===== src/design/ecc_pkg.sv =====
// Shared types, constants and the month table for the epoch calendar converter.
// Depends on nothing; every other file in the design refers to it by scoped names.
`default_nettype none

package ecc_pkg;

  // Opcode values of an input item.
  localparam logic OP_TO_SECS = 1'b0;
  localparam logic OP_TO_DATE = 1'b1;

  localparam logic [11:0] BASE_YEAR = 12'd2000;

  typedef struct packed {
    logic        opcode;
    logic [31:0] epoch_in;
    logic [11:0] year_in;
    logic [3:0]  month_in;
    logic [4:0]  day_in;
    logic [4:0]  hour_in;
    logic [5:0]  minute_in;
    logic [5:0]  second_in;
  } in_item_t;

  typedef struct packed {
    logic [31:0] epoch_out;
    logic [11:0] year_out;
    logic [3:0]  month_out;
    logic [4:0]  day_out;
    logic [4:0]  hour_out;
    logic [5:0]  minute_out;
    logic [5:0]  second_out;
    logic [2:0]  weekday_out;
    logic        bad_input;
  } out_item_t;

  // Result of the date to seconds pipeline.
  typedef struct packed {
    logic [31:0] epoch;
    logic        bad;
  } d2s_res_t;

  // Result of the seconds to date pipeline.
  typedef struct packed {
    logic [11:0] year;
    logic [3:0]  month;
    logic [4:0]  day;
    logic [4:0]  hour;
    logic [5:0]  minute;
    logic [5:0]  second;
    logic [2:0]  weekday;
  } s2d_res_t;

  // Day of year on which month idx+1 starts, in a common year.
  function automatic logic [8:0] month_start(input logic [3:0] idx);
    logic [8:0] d;
    case (idx)
      4'd0:    d = 9'd0;
      4'd1:    d = 9'd31;
      4'd2:    d = 9'd59;
      4'd3:    d = 9'd90;
      4'd4:    d = 9'd120;
      4'd5:    d = 9'd151;
      4'd6:    d = 9'd181;
      4'd7:    d = 9'd212;
      4'd8:    d = 9'd243;
      4'd9:    d = 9'd273;
      4'd10:   d = 9'd304;
      4'd11:   d = 9'd334;
      default: d = 9'd0;
    endcase
    return d;
  endfunction

endpackage

`default_nettype wire


===== src/design/ecc_date2sec.sv =====
// Four-stage pipeline that turns a calendar date and time into seconds since 2000.
// Uses types and the month table from ecc_pkg; the last multiply feeds the caller's register.
`default_nettype none

module ecc_date2sec (
  input  logic              clk,
  input  logic              rst_n,
  input  logic              in_valid,
  input  ecc_pkg::in_item_t in_item,
  output logic              out_valid,
  output ecc_pkg::d2s_res_t out_res
);

  // Stage 1: range check and the divisions by 100 (multiply by 5243, shift by 19).
  logic [11:0] n_year;
  logic [24:0] y_prod;
  logic [24:0] n_prod;
  logic        bad_nxt;

  always_comb begin
    n_year  = in_item.year_in - 12'd1;
    y_prod  = {13'd0, in_item.year_in} * 25'd5243;
    n_prod  = {13'd0, n_year} * 25'd5243;
    bad_nxt = (in_item.month_in == 4'd0) || (in_item.month_in > 4'd12) ||
              (in_item.day_in == 5'd0) || (in_item.hour_in > 5'd23) ||
              (in_item.minute_in > 6'd59) || (in_item.second_in > 6'd59);
  end

  logic        v1_r;
  logic        bad1_r;
  logic [11:0] y1_r;
  logic [11:0] n1_r;
  logic [5:0]  y100_1_r;
  logic [5:0]  n100_1_r;
  logic [3:0]  mon1_r;
  logic [4:0]  day1_r;
  logic [4:0]  hr1_r;
  logic [5:0]  min1_r;
  logic [5:0]  sec1_r;

  // Stage 2: leap rule and the leap count through the previous year.
  logic [11:0] ymod100;
  logic        leap_nxt;
  logic [9:0]  ln_nxt;

  always_comb begin
    ymod100  = y1_r - ({6'd0, y100_1_r} * 12'd100);
    leap_nxt = ((y1_r[1:0] == 2'd0) && (ymod100 != 12'd0)) ||
               ((ymod100 == 12'd0) && (y100_1_r[1:0] == 2'd0));
    ln_nxt   = n1_r[11:2] - {4'd0, n100_1_r} + {6'd0, n100_1_r[5:2]};
  end

  logic        v2_r;
  logic        bad2_r;
  logic        leap2_r;
  logic        later2_r;
  logic [11:0] y2_r;
  logic [9:0]  ln2_r;
  logic [3:0]  mon2_r;
  logic [4:0]  day2_r;
  logic [4:0]  hr2_r;
  logic [5:0]  min2_r;
  logic [5:0]  sec2_r;

  // Stage 3: days from whole years and days within the year.
  // 484 is the number of leap years from year 1 through 1999.
  logic [11:0] yd;
  logic [19:0] days_y_nxt;
  logic [8:0]  mdays_nxt;

  always_comb begin
    yd = y2_r - ecc_pkg::BASE_YEAR;
    if (later2_r) begin
      days_y_nxt = ({8'd0, yd} * 20'd365) + {10'd0, ln2_r} - 20'd484;
    end else begin
      days_y_nxt = 20'd0;
    end
    mdays_nxt = ecc_pkg::month_start(mon2_r - 4'd1) +
                {8'd0, (mon2_r > 4'd2) && leap2_r} +
                {4'd0, day2_r} - 9'd1;
  end

  logic        v3_r;
  logic        bad3_r;
  logic [19:0] days_y3_r;
  logic [8:0]  mdays3_r;
  logic [4:0]  hr3_r;
  logic [5:0]  min3_r;
  logic [5:0]  sec3_r;

  // Stage 4: total days and seconds within the day.
  logic [19:0] days_nxt;
  logic [16:0] hms_nxt;

  always_comb begin
    days_nxt = days_y3_r + {11'd0, mdays3_r};
    hms_nxt  = ({12'd0, hr3_r} * 17'd3600) + ({11'd0, min3_r} * 17'd60) +
               {11'd0, sec3_r};
  end

  logic        v4_r;
  logic        bad4_r;
  logic [19:0] days4_r;
  logic [16:0] hms4_r;

  always_ff @(posedge clk) begin
    if (!rst_n) begin
      v1_r <= 1'b0;
      v2_r <= 1'b0;
      v3_r <= 1'b0;
      v4_r <= 1'b0;
    end else begin
      v1_r <= in_valid;
      v2_r <= v1_r;
      v3_r <= v2_r;
      v4_r <= v3_r;
    end
  end

  always_ff @(posedge clk) begin
    bad1_r    <= bad_nxt;
    y1_r      <= in_item.year_in;
    n1_r      <= n_year;
    y100_1_r  <= y_prod[24:19];
    n100_1_r  <= n_prod[24:19];
    mon1_r    <= in_item.month_in;
    day1_r    <= in_item.day_in;
    hr1_r     <= in_item.hour_in;
    min1_r    <= in_item.minute_in;
    sec1_r    <= in_item.second_in;

    bad2_r    <= bad1_r;
    leap2_r   <= leap_nxt;
    later2_r  <= (y1_r > ecc_pkg::BASE_YEAR);
    y2_r      <= y1_r;
    ln2_r     <= ln_nxt;
    mon2_r    <= mon1_r;
    day2_r    <= day1_r;
    hr2_r     <= hr1_r;
    min2_r    <= min1_r;
    sec2_r    <= sec1_r;

    bad3_r    <= bad2_r;
    days_y3_r <= days_y_nxt;
    mdays3_r  <= mdays_nxt;
    hr3_r     <= hr2_r;
    min3_r    <= min2_r;
    sec3_r    <= sec2_r;

    bad4_r    <= bad3_r;
    days4_r   <= days_nxt;
    hms4_r    <= hms_nxt;
  end

  // The seconds count wraps modulo 2^32 for large years.
  logic [31:0] day_secs;

  always_comb begin
    day_secs      = {12'd0, days4_r} * 32'd86400;
    out_valid     = v4_r;
    out_res.bad   = bad4_r;
    out_res.epoch = bad4_r ? 32'd0 : (day_secs + {15'd0, hms4_r});
  end

endmodule

`default_nettype wire


===== src/design/ecc_sec2date.sv =====
// Four-stage pipeline that splits seconds since 2000 into date, time and weekday.
// Uses types and the month table from ecc_pkg; the month search feeds the caller's register.
`default_nettype none

module ecc_sec2date (
  input  logic              clk,
  input  logic              rst_n,
  input  logic              in_valid,
  input  ecc_pkg::in_item_t in_item,
  output logic              out_valid,
  output ecc_pkg::s2d_res_t out_res
);

  // First day of month idx+1, with the leap day counted from March on.
  function automatic logic [8:0] first_day(input logic [3:0] idx, input logic leap);
    logic [8:0] d;
    d = ecc_pkg::month_start(idx);
    if (leap && (idx >= 4'd2)) begin
      d = d + 9'd1;
    end
    return d;
  endfunction

  // Stage 1: whole days. 86400 = 128 * 675; the division by 675 is a
  // multiply by the rounded-up reciprocal 2^35 / 675.
  logic [50:0] dprod;

  always_comb begin
    dprod = {26'd0, in_item.epoch_in[31:7]} * 51'd50903317;
  end

  logic        v1_r;
  logic [16:0] ep1_r;
  logic [15:0] dq1_r;

  // Stage 2: seconds in the day, a year estimate (days / 365) and (days + 6) / 7.
  logic [16:0] rem_nxt;
  logic [31:0] est_prod;
  logic [16:0] wx1;
  logic [31:0] wprod;

  always_comb begin
    rem_nxt  = ep1_r - ({1'b0, dq1_r} * 17'd86400);
    est_prod = {16'd0, dq1_r} * 32'd45965;
    wx1      = {1'b0, dq1_r} + 17'd6;
    wprod    = {15'd0, wx1} * 32'd74899;
  end

  logic        v2_r;
  logic [16:0] rem2_r;
  logic [15:0] dq2_r;
  logic [7:0]  est2_r;
  logic [12:0] wq2_r;

  // Stage 3: hour and minute of day, the first day of the estimated year,
  // and the weekday. 2000-01-01 was a Saturday, hence the offset of six.
  logic [25:0] hprod;
  logic [29:0] mprod;
  logic [7:0]  est_p3;
  logic [16:0] start_nxt;
  logic [16:0] wx2;
  logic [16:0] wrem;

  always_comb begin
    hprod     = {13'd0, rem2_r[16:4]} * 26'd4661;
    mprod     = {15'd0, rem2_r[16:2]} * 30'd17477;
    est_p3    = est2_r + 8'd3;
    // Leap years from 2000 up to the estimate: every fourth year, but not 2100.
    start_nxt = ({9'd0, est2_r} * 17'd365) + {11'd0, est_p3[7:2]} -
                {16'd0, est2_r >= 8'd101};
    wx2       = {1'b0, dq2_r} + 17'd6;
    wrem      = wx2 - ({4'd0, wq2_r} * 17'd7);
  end

  logic        v3_r;
  logic [16:0] rem3_r;
  logic [4:0]  hour3_r;
  logic [10:0] mday3_r;
  logic [16:0] start3_r;
  logic [7:0]  est3_r;
  logic [15:0] dq3_r;
  logic [2:0]  wd3_r;

  // Stage 4: minute and second, and the year estimate corrected by at most one.
  logic [10:0] min_full;
  logic [16:0] sec_full;
  logic        corr;
  logic [7:0]  t_nxt;
  logic        leap_nxt;
  logic [16:0] doy_full;

  always_comb begin
    min_full = mday3_r - ({6'd0, hour3_r} * 11'd60);
    sec_full = rem3_r - ({6'd0, mday3_r} * 17'd60);
    corr     = start3_r > {1'b0, dq3_r};
    t_nxt    = corr ? (est3_r - 8'd1) : est3_r;
    leap_nxt = (t_nxt[1:0] == 2'd0) && (t_nxt != 8'd100);
    doy_full = {1'b0, dq3_r} - start3_r;
    if (corr) begin
      doy_full = doy_full + 17'd365 + {16'd0, leap_nxt};
    end
  end

  logic        v4_r;
  logic [7:0]  t4_r;
  logic        leap4_r;
  logic [8:0]  doy4_r;
  logic [4:0]  hour4_r;
  logic [5:0]  min4_r;
  logic [5:0]  sec4_r;
  logic [2:0]  wd4_r;

  always_ff @(posedge clk) begin
    if (!rst_n) begin
      v1_r <= 1'b0;
      v2_r <= 1'b0;
      v3_r <= 1'b0;
      v4_r <= 1'b0;
    end else begin
      v1_r <= in_valid;
      v2_r <= v1_r;
      v3_r <= v2_r;
      v4_r <= v3_r;
    end
  end

  always_ff @(posedge clk) begin
    ep1_r    <= in_item.epoch_in[16:0];
    dq1_r    <= dprod[50:35];

    rem2_r   <= rem_nxt;
    dq2_r    <= dq1_r;
    est2_r   <= est_prod[31:24];
    wq2_r    <= wprod[31:19];

    rem3_r   <= rem2_r;
    hour3_r  <= hprod[24:20];
    mday3_r  <= mprod[28:18];
    start3_r <= start_nxt;
    est3_r   <= est2_r;
    dq3_r    <= dq2_r;
    wd3_r    <= wrem[2:0];

    t4_r     <= t_nxt;
    leap4_r  <= leap_nxt;
    doy4_r   <= doy_full[8:0];
    hour4_r  <= hour3_r;
    min4_r   <= min_full[5:0];
    sec4_r   <= sec_full[5:0];
    wd4_r    <= wd3_r;
  end

  // Month search: the month starts rise, so the last one reached wins.
  logic [3:0] mon_idx;
  logic [8:0] mstart;
  logic [8:0] day_full;

  always_comb begin
    mon_idx = 4'd0;
    mstart  = 9'd0;
    for (int k = 1; k < 12; k++) begin
      if (doy4_r >= first_day(4'(k), leap4_r)) begin
        mon_idx = 4'(k);
        mstart  = first_day(4'(k), leap4_r);
      end
    end
    day_full = doy4_r - mstart + 9'd1;

    out_valid       = v4_r;
    out_res.year    = ecc_pkg::BASE_YEAR + {4'd0, t4_r};
    out_res.month   = mon_idx + 4'd1;
    out_res.day     = day_full[4:0];
    out_res.hour    = hour4_r;
    out_res.minute  = min4_r;
    out_res.second  = sec4_r;
    out_res.weekday = wd4_r;
  end

endmodule

`default_nettype wire


===== src/design/epoch_calendar_converter.sv =====
// A result is registered on the out_ ports after its item passes through a conversion pipeline.
// Throughput: one item per cycle; both conversion pipelines take a new item every cycle.
// Results cannot be held off, and out_valid marks each one for exactly one cycle.
// busy is high only while rst_n is low; reset clears every valid bit in the pipelines.
// Top level: instantiates ecc_date2sec and ecc_sec2date and registers the chosen result.
`default_nettype none

module epoch_calendar_converter (
  input  logic               clk,
  input  logic               rst_n,
  input  logic               start,
  input  ecc_pkg::in_item_t  in_data,
  output logic               busy,
  output logic               out_valid,
  output ecc_pkg::out_item_t out_data
);

  logic              accept;
  logic              d2s_valid;
  logic              s2d_valid;
  ecc_pkg::d2s_res_t d2s_res;
  ecc_pkg::s2d_res_t s2d_res;

  assign busy   = ~rst_n;
  assign accept = start & ~busy;

  ecc_date2sec u_date2sec (
    .clk       (clk),
    .rst_n     (rst_n),
    .in_valid  (accept && (in_data.opcode == ecc_pkg::OP_TO_SECS)),
    .in_item   (in_data),
    .out_valid (d2s_valid),
    .out_res   (d2s_res)
  );

  ecc_sec2date u_sec2date (
    .clk       (clk),
    .rst_n     (rst_n),
    .in_valid  (accept && (in_data.opcode == ecc_pkg::OP_TO_DATE)),
    .in_item   (in_data),
    .out_valid (s2d_valid),
    .out_res   (s2d_res)
  );

  // Fields that do not belong to the item's direction read as zero.
  ecc_pkg::out_item_t out_nxt;

  always_comb begin
    out_nxt = '0;
    if (d2s_valid) begin
      out_nxt.epoch_out = d2s_res.epoch;
      out_nxt.bad_input = d2s_res.bad;
    end else if (s2d_valid) begin
      out_nxt.year_out    = s2d_res.year;
      out_nxt.month_out   = s2d_res.month;
      out_nxt.day_out     = s2d_res.day;
      out_nxt.hour_out    = s2d_res.hour;
      out_nxt.minute_out  = s2d_res.minute;
      out_nxt.second_out  = s2d_res.second;
      out_nxt.weekday_out = s2d_res.weekday;
    end
  end

  logic               out_valid_r;
  ecc_pkg::out_item_t out_data_r;

  always_ff @(posedge clk) begin
    if (!rst_n) begin
      out_valid_r <= 1'b0;
    end else begin
      out_valid_r <= d2s_valid | s2d_valid;
    end
  end

  always_ff @(posedge clk) begin
    out_data_r <= out_nxt;
  end

  assign out_valid = out_valid_r;
  assign out_data  = out_data_r;

endmodule

`default_nettype wire


===== config.mk =====
export PLATFORM = sky130hd
export DESIGN_NAME = epoch_calendar_converter
export DESIGN_NICKNAME = d
export VERILOG_FILES = /design/src/design/ecc_pkg.sv /design/src/design/ecc_date2sec.sv /design/src/design/ecc_sec2date.sv /design/src/design/epoch_calendar_converter.sv
export SDC_FILE = /design/constraint.sdc
export NUM_CORES = 2
export LEC_CHECK = 0
export ABC_AREA = 1
export BUFFER_PORTS_ARGS = -buffer_cell sky130_fd_sc_hd__clkbuf_2
export CORE_UTILIZATION = 35
export DETAILED_ROUTE_END_ITERATION = 6
export SLEW_MARGIN = 15
export SYNTH_ARGS = -nofsm -noshare
export SYNTH_HDL_FRONTEND = slang
export SYNTH_HIERARCHICAL = 1
export SYNTH_SLANG_ARGS = --single-unit

===== constraint.sdc =====
create_clock -name clk -period 7.5 [get_ports clk]
set_input_delay 1.125 -clock clk [delete_from_list [all_inputs] [get_ports clk]]
set_output_delay 1.125 -clock clk [all_outputs]
set_load 0.02 [all_outputs]

* After elaboration in Yosys (flattened, before gate mapping) *
Memories as Yosys holds them, arrays and structs flattened.
Index checks and enable logic that the tools add are counted.

operators by class
  equal/unequal tests = 1
  $lt $le $gt $ge = 19
  multiply operators = 17
  reduce and logical (&&, ||, !) cells = 21
  add/subtract/negate cells = 42
  bitwise gates (word level) = 6
  muxes and demuxes = 54

operators with widths
  kind                                                 count
  2-to-1 mux 5 bit                                     31
  adder 5 x 1 -> 5 bit, second input constant          11
  multiplier 25 x 26 -> 51 bit, second input constant  1
  multiplier 12 x 13 -> 25 bit, second input constant  2
  2-to-1 mux 4 bit                                     11
  greater-or-equal comparator 9 x 8 -> 1 bit           4
  adder 17 x 6 -> 17 bit                               2
  adder 32 x 17 -> 32 bit                              1
  multiplier 16 x 16 -> 32 bit, second input constant  1
  multiplier 17 x 17 -> 32 bit, second input constant  1
  multiplier 15 x 15 -> 29 bit, second input constant  1
  greater-or-equal comparator 9 bit                    3
  multiplier 13 x 13 -> 25 bit, second input constant  1
  multiplier 20 x 10 -> 25 bit, second input constant  1
  adder 20 x 10 -> 20 bit                              1
  adder 20 x 9 -> 20 bit                               1
  multiplier 12 x 9 -> 20 bit, second input constant   1
  subtractor 20 x 9 -> 20 bit, second input constant   1
  adder 9 x 1 -> 9 bit                                 2
  greater-or-equal comparator 9 x 7 -> 1 bit           2
  adder 16 x 3 -> 17 bit, second input constant        1
  adder 17 x 12 -> 17 bit                              1
  greater-than comparator 17 x 16 -> 1 bit             1
  multiplier 8 x 9 -> 17 bit, second input constant    1
  other kinds (52)                                     77

word-level totals
  memory bits (read-only) = 144
  output and inout bits = 76
  memories = 1
  flip-flop bits (word level) = 473

memory list
  name              words  width  read ports  clocked after Yosys merged registers in  wr ports  line           source
  (name not given)  16     9      1           0                                        0         ecc_pkg.sv:56  case (idx)

* Logic depth before layout (Yosys ltp) *
  word-level depth = 17
  depth in mapped cells = 34
  depth with buffers taken out = 34

* By module *
The synthesis kept the hierarchy.

by module, submodules not included
  module                    cells each  instances  area an instance (um2)  sequential area each (um2)
  ecc_sec2date              3710        1          32514.9                 3603.5
  ecc_date2sec              2564        1          21602.0                 4023.9
  epoch_calendar_converter  240         1          2269.7                  1501.4

* Least setup slack after synthesis *
No wires, ideal clock.

  path type = input to register
  start point = input in_data[27] (netlist bit)
  end point = register u_date2sec.n100_1_r[2]
  stages = 30
  buffers on the path = 0
  slack = 1.169 ns
  data required time = 7.428 ns
  arrival = 6.259 ns
  cell sequence = inv_1 -> ha_1 -> nand2_1 -> nand2_1 -> nand2_1 -> nand2_1 -> nor3_1 -> nand2_1 -> nand2_1 -> nand3_1 -> nand2_1 -> inv_1 -> ha_1 -> inv_1 -> ha_1 -> xor2_1 -> ha_1 -> inv_1 -> fa_1 -> inv_1 -> fa_1 -> inv_1 -> fa_1 -> inv_1 -> ha_1 -> nand2_1 -> nor4_1 -> nand3_1 -> o211ai_1 -> xor2_1

on the way
  word-level cells in the longest chain between the ends = 2

RTL lines
  what                             line                            source
  from (decl)                      epoch_calendar_converter.sv:12  input ecc_pkg::in_item_t in_data,
  subtractor 12 x 1 -> 12 bit      ecc_date2sec.sv:21              n_year = in_item.year_in - 12'd1;
  named net u_date2sec.n_year[11]  ecc_date2sec.sv:15              logic [11:0] n_year;
  multiplier 12 x 13 -> 25 bit     ecc_date2sec.sv:23              n_prod = {13'd0, n_year} * 25'd5243;
  named net u_date2sec.n_prod[21]  ecc_date2sec.sv:17              logic [24:0] n_prod;
  to (signal assigned)             ecc_date2sec.sv:125             n100_1_r <= n_prod[24:19];
  to (decl)                        ecc_date2sec.sv:34              logic [5:0] n100_1_r;

The timed path passes the listed nets, and every way through them passes these cells.
A chain may end at the register's enable or synchronous reset.

* Final worst setup path *
Ends and elaborated chain as after synthesis.

==> summary.md <==
| Metric | Value |
|---|---|
| Total core area | `159,000 um^2` |
| R2r setup slk | `roughly 1.4 ns` |
| Drt wl/cell | `14.2 um` |
| Worst hold path depth | `0` |
| CP Data Required Time | `8.08 ns` |
| Fin nets | `8,651` |
| Total of max-cap violations | `0` |
| Least-Margin Pin Slew | `1.08 ns` |
| DR iter-0 viols | `1,969` |
| DRC viols | `0` |
| Synth top area cells | `ha_1 (28%), fa_1 (22%), dfxtp_1 (16%)` |
| Die Y | `403 um` |
| Vias in the first global route | `41,562` |
| R2R depth | `22` |
| # hold bufs at CTS | `0` |
| Post-cts resize count | `0` |
| Register area | `9130 um^2` |
| CP peak stage delay | `0.55 ns` |
| Met3 Track Usage GR | `1.80%` |
| Port buffer count | `149` |
| Final wirelength | `between 100 and 150 mm` |
| Initial antenna violation count | `4` |
| Mapped Cells | `6,514` |
| Arr. time, crit path | `6.98 ns` |
| Largest net degree at the start of global routing | `42` |
| Crit-path max FO | `6` |
| Status | `finished clean` |
| Most common cell after layout, fill and taps aside | `inv_1` |
| First-pass detailed-route iteration total | `5` |
| Post-synth top area cell | `ha_1` |
| IO Count | `150` |
| Yosys warning count | `6` |
| Syn nets | `approximately 8,500` |
| Crit path top cell by count | `nand2_1` |
| Most frequent cells in the layout | `inv_1 (1,684), ha_1 (1,253), nand2_1 (772)` |
| Clock Latency Late Sink | `0.67 ns` |
| Slew Limit Fails | `0` |
| Post-DRT Antenna Nets | `0` |
| Tcrit/Tclk final | `a little under nine tenths` |
| Startpoint types | `input pin` |
| Root buf cell | `clkbuf_16` |
| Synth top area share | `27.8%` |
| WHS Endpoint | `u_date2sec/sec3_r[4]` |
| Global routing usage on met1 | `21.8%` |
| Fmax | `0.156 GHz` |
| Synth Cell Area | `56,400 um^2` |
| Fin Clk Skew | `about 0.043 ns` |
| Critical path type | `in -> reg` |
| Setup Buffers After CTS | `0` |
| # fillers | `16,153` |
| All-Layer GR Usage | `about 16%` |
| Worst setup EP type | `flop` |
| Via/cell ratio | `4.58` |
| Worst hold-check path type | `reg -> reg` |
| Post-synthesis xor/xnor area fraction | `~4.3%` |
| TritonCTS clock tree | `yes` |
| Synth Area in Compound Gates | `6.73%` |
| Final Hold Viols | `0` |
| Worst-path clk slew | `around 0.06 ns` |
| Multi-input gate area | `slightly above 40,000 um^2` |
| # setup viols final | `0` |
| Setup_tns | `0 ns` |
| Post-Synth Adder-Cell Area | `about half` |
| Worst-case clock buffer depth | `3` |
| CP bufs+invs | `8` |
| Final core occ | `38.8%` |
| Yosys cell types | `58` |
| Minimum clock period after layout | `6.40 ns` |
| Gpl congestion | `a little over 0.9` |
| Combinational family with the most area after synthesis | `adder cells` |
| Grt peak-use layer | `met2` |
| H-Tree Depth | `2` |
| Met2 GRT Util | `26.0%` |
| Unrepaired setup endpoints after global routing | `false` |
| Layout cells sized above 1 | `between 5 and 6%` |
| Global-route wire length before repair | `209 mm` |
| Sink Count | `456` |
| Simple-Gate Fraction of Synth Area | `11.7%` |
| Avg Cell Area, Syn | `8.66 um^2` |
| TritonCTS Buffers | `54` |
| DPL Wire Length | `110 mm` |
| Worst hold path startpoint | `u_date2sec/sec2_r[4]` |
| Top delay family on crit path | `adder cells` |
| Row Count | `146` |
| Worst slew margin | `27.6%` |
| CP max-delay cell | `fa_1` |
| Die area | `around 160,000 um^2` |
| Post-synthesis sequential area ratio | `about 16%` |
| Global route total overflow | `0` |
| Seq cells post-synth | `456` |
| Area Growth Syn to Fin | `9.51%` |
| FF-to-FF End | `u_sec2date/wq2_r[2]` |
| Worst R2R Start | `u_sec2date/dq1_r[1]` |
| Mux share of post-synthesis cell area | `0.0178%` |
| Via count | `40,826` |
| Die width | `403 um` |
| Initial core utilization | `35.4%` |
## stage by stage
stage | hold slack, ns | std cells | instance area (um^2) | setup WS (ns)
3_5_place_dp | 0.312 | 8805 | 59800 | 0.506
6_report | 0.320 | 8907 | 61700 | 1.10
2_1_floorplan | 0.310 | 6514 | 56400 | 1.17
3_3_place_gp | 0.310 | 8805 | 59800 | 0.533
4_1_cts | 0.321 | 8905 | 61700 | 1.20
5_1_grt | 0.321 | 8905 | 61700 | 0.706
## state kept, by name, summed over array words and instances, names as in the netlist, 10 cells and up
register / cells
u_sec2date/start3_r: 17
out_data: 74
u_date2sec/days4_r: 20
u_date2sec/y2_r: 12
u_sec2date/dq1_r: 16
u_date2sec/n1_r: 10
u_sec2date/dq2_r: 16
u_sec2date/dq3_r: 16
u_date2sec/days_y3_r: 20
u_sec2date/ep1_r: 17
u_date2sec/hms4_r: 17
u_date2sec/y1_r: 12
u_sec2date/rem2_r: 17
u_date2sec/ln2_r: 10
## final cells by class
cell class              instances  share of cell area, %
diodes                          2                0.00811
clock buffers                  70                   2.46
clock inverters                30                  0.689
inverters                    1696                   10.3
multi-input cells            4338                   65.9
flip-flops and latches        456                   14.8
well taps                    2146                   4.35
repair buffers                169                   1.45
## cell usage after synthesis (all sizes together)
cell and n:
o22ai 2, fa 609, nor2 380, o221ai 4, xnor2 90, clkinv 2, dfxtp 456, nor4 12
nand2 793, o2111ai 7, or4 1, a31o 2, and3 2, nand4 60, o31ai 20, nor3 59
a21oi 335, and2 4, xor2 187, a21o 25, nand3 176, o21a 20, inv 1694, a31oi 28
o21ai 198, buf 20, or2 6, nor3b 1, nand3b 20, o21bai 13, o31a 1, a21boi 6
o211ai 11, ha 1253, mux2i 1, a221oi 3, o311ai 1, clkbuf 4, a211oi 8
## routing by layer
metal  wire [um]  part of all wire (%)
met5           0                     0
met4        2420                   1.9
met3        4770                   3.8
met2       57600                    46
met1       61300                    49
## cell families (layout without fill, tap and decap cells)
group,count (synthesis),in the layout
muxes,1,1
DFF,456,456
xor gates and xnor gates,277,277
AOI/OAI and AO/OA,684,684
and+or+nand+nor,1514,1514
adders and majority gates,1862,1862
other,0,2
buffers and inverters,1720,1965
## worst max path at each step
stage          depth (start not counted)        start                      to
2_1_floorplan                         30  in_data[27]  u_date2sec/n100_1_r[2]
3_3_place_gp                          31  in_data[27]  u_date2sec/n100_1_r[2]
3_5_place_dp                          31  in_data[27]  u_date2sec/n100_1_r[2]
4_1_cts                               31  in_data[27]  u_date2sec/n100_1_r[2]
5_1_grt                               29  in_data[30]  u_date2sec/n100_1_r[2]
6_report                              31  in_data[27]  u_date2sec/n100_1_r[2]
Power is not shown: default switching activity piles up to over one toggle a cycle in this logic, so the estimate is an artifact.
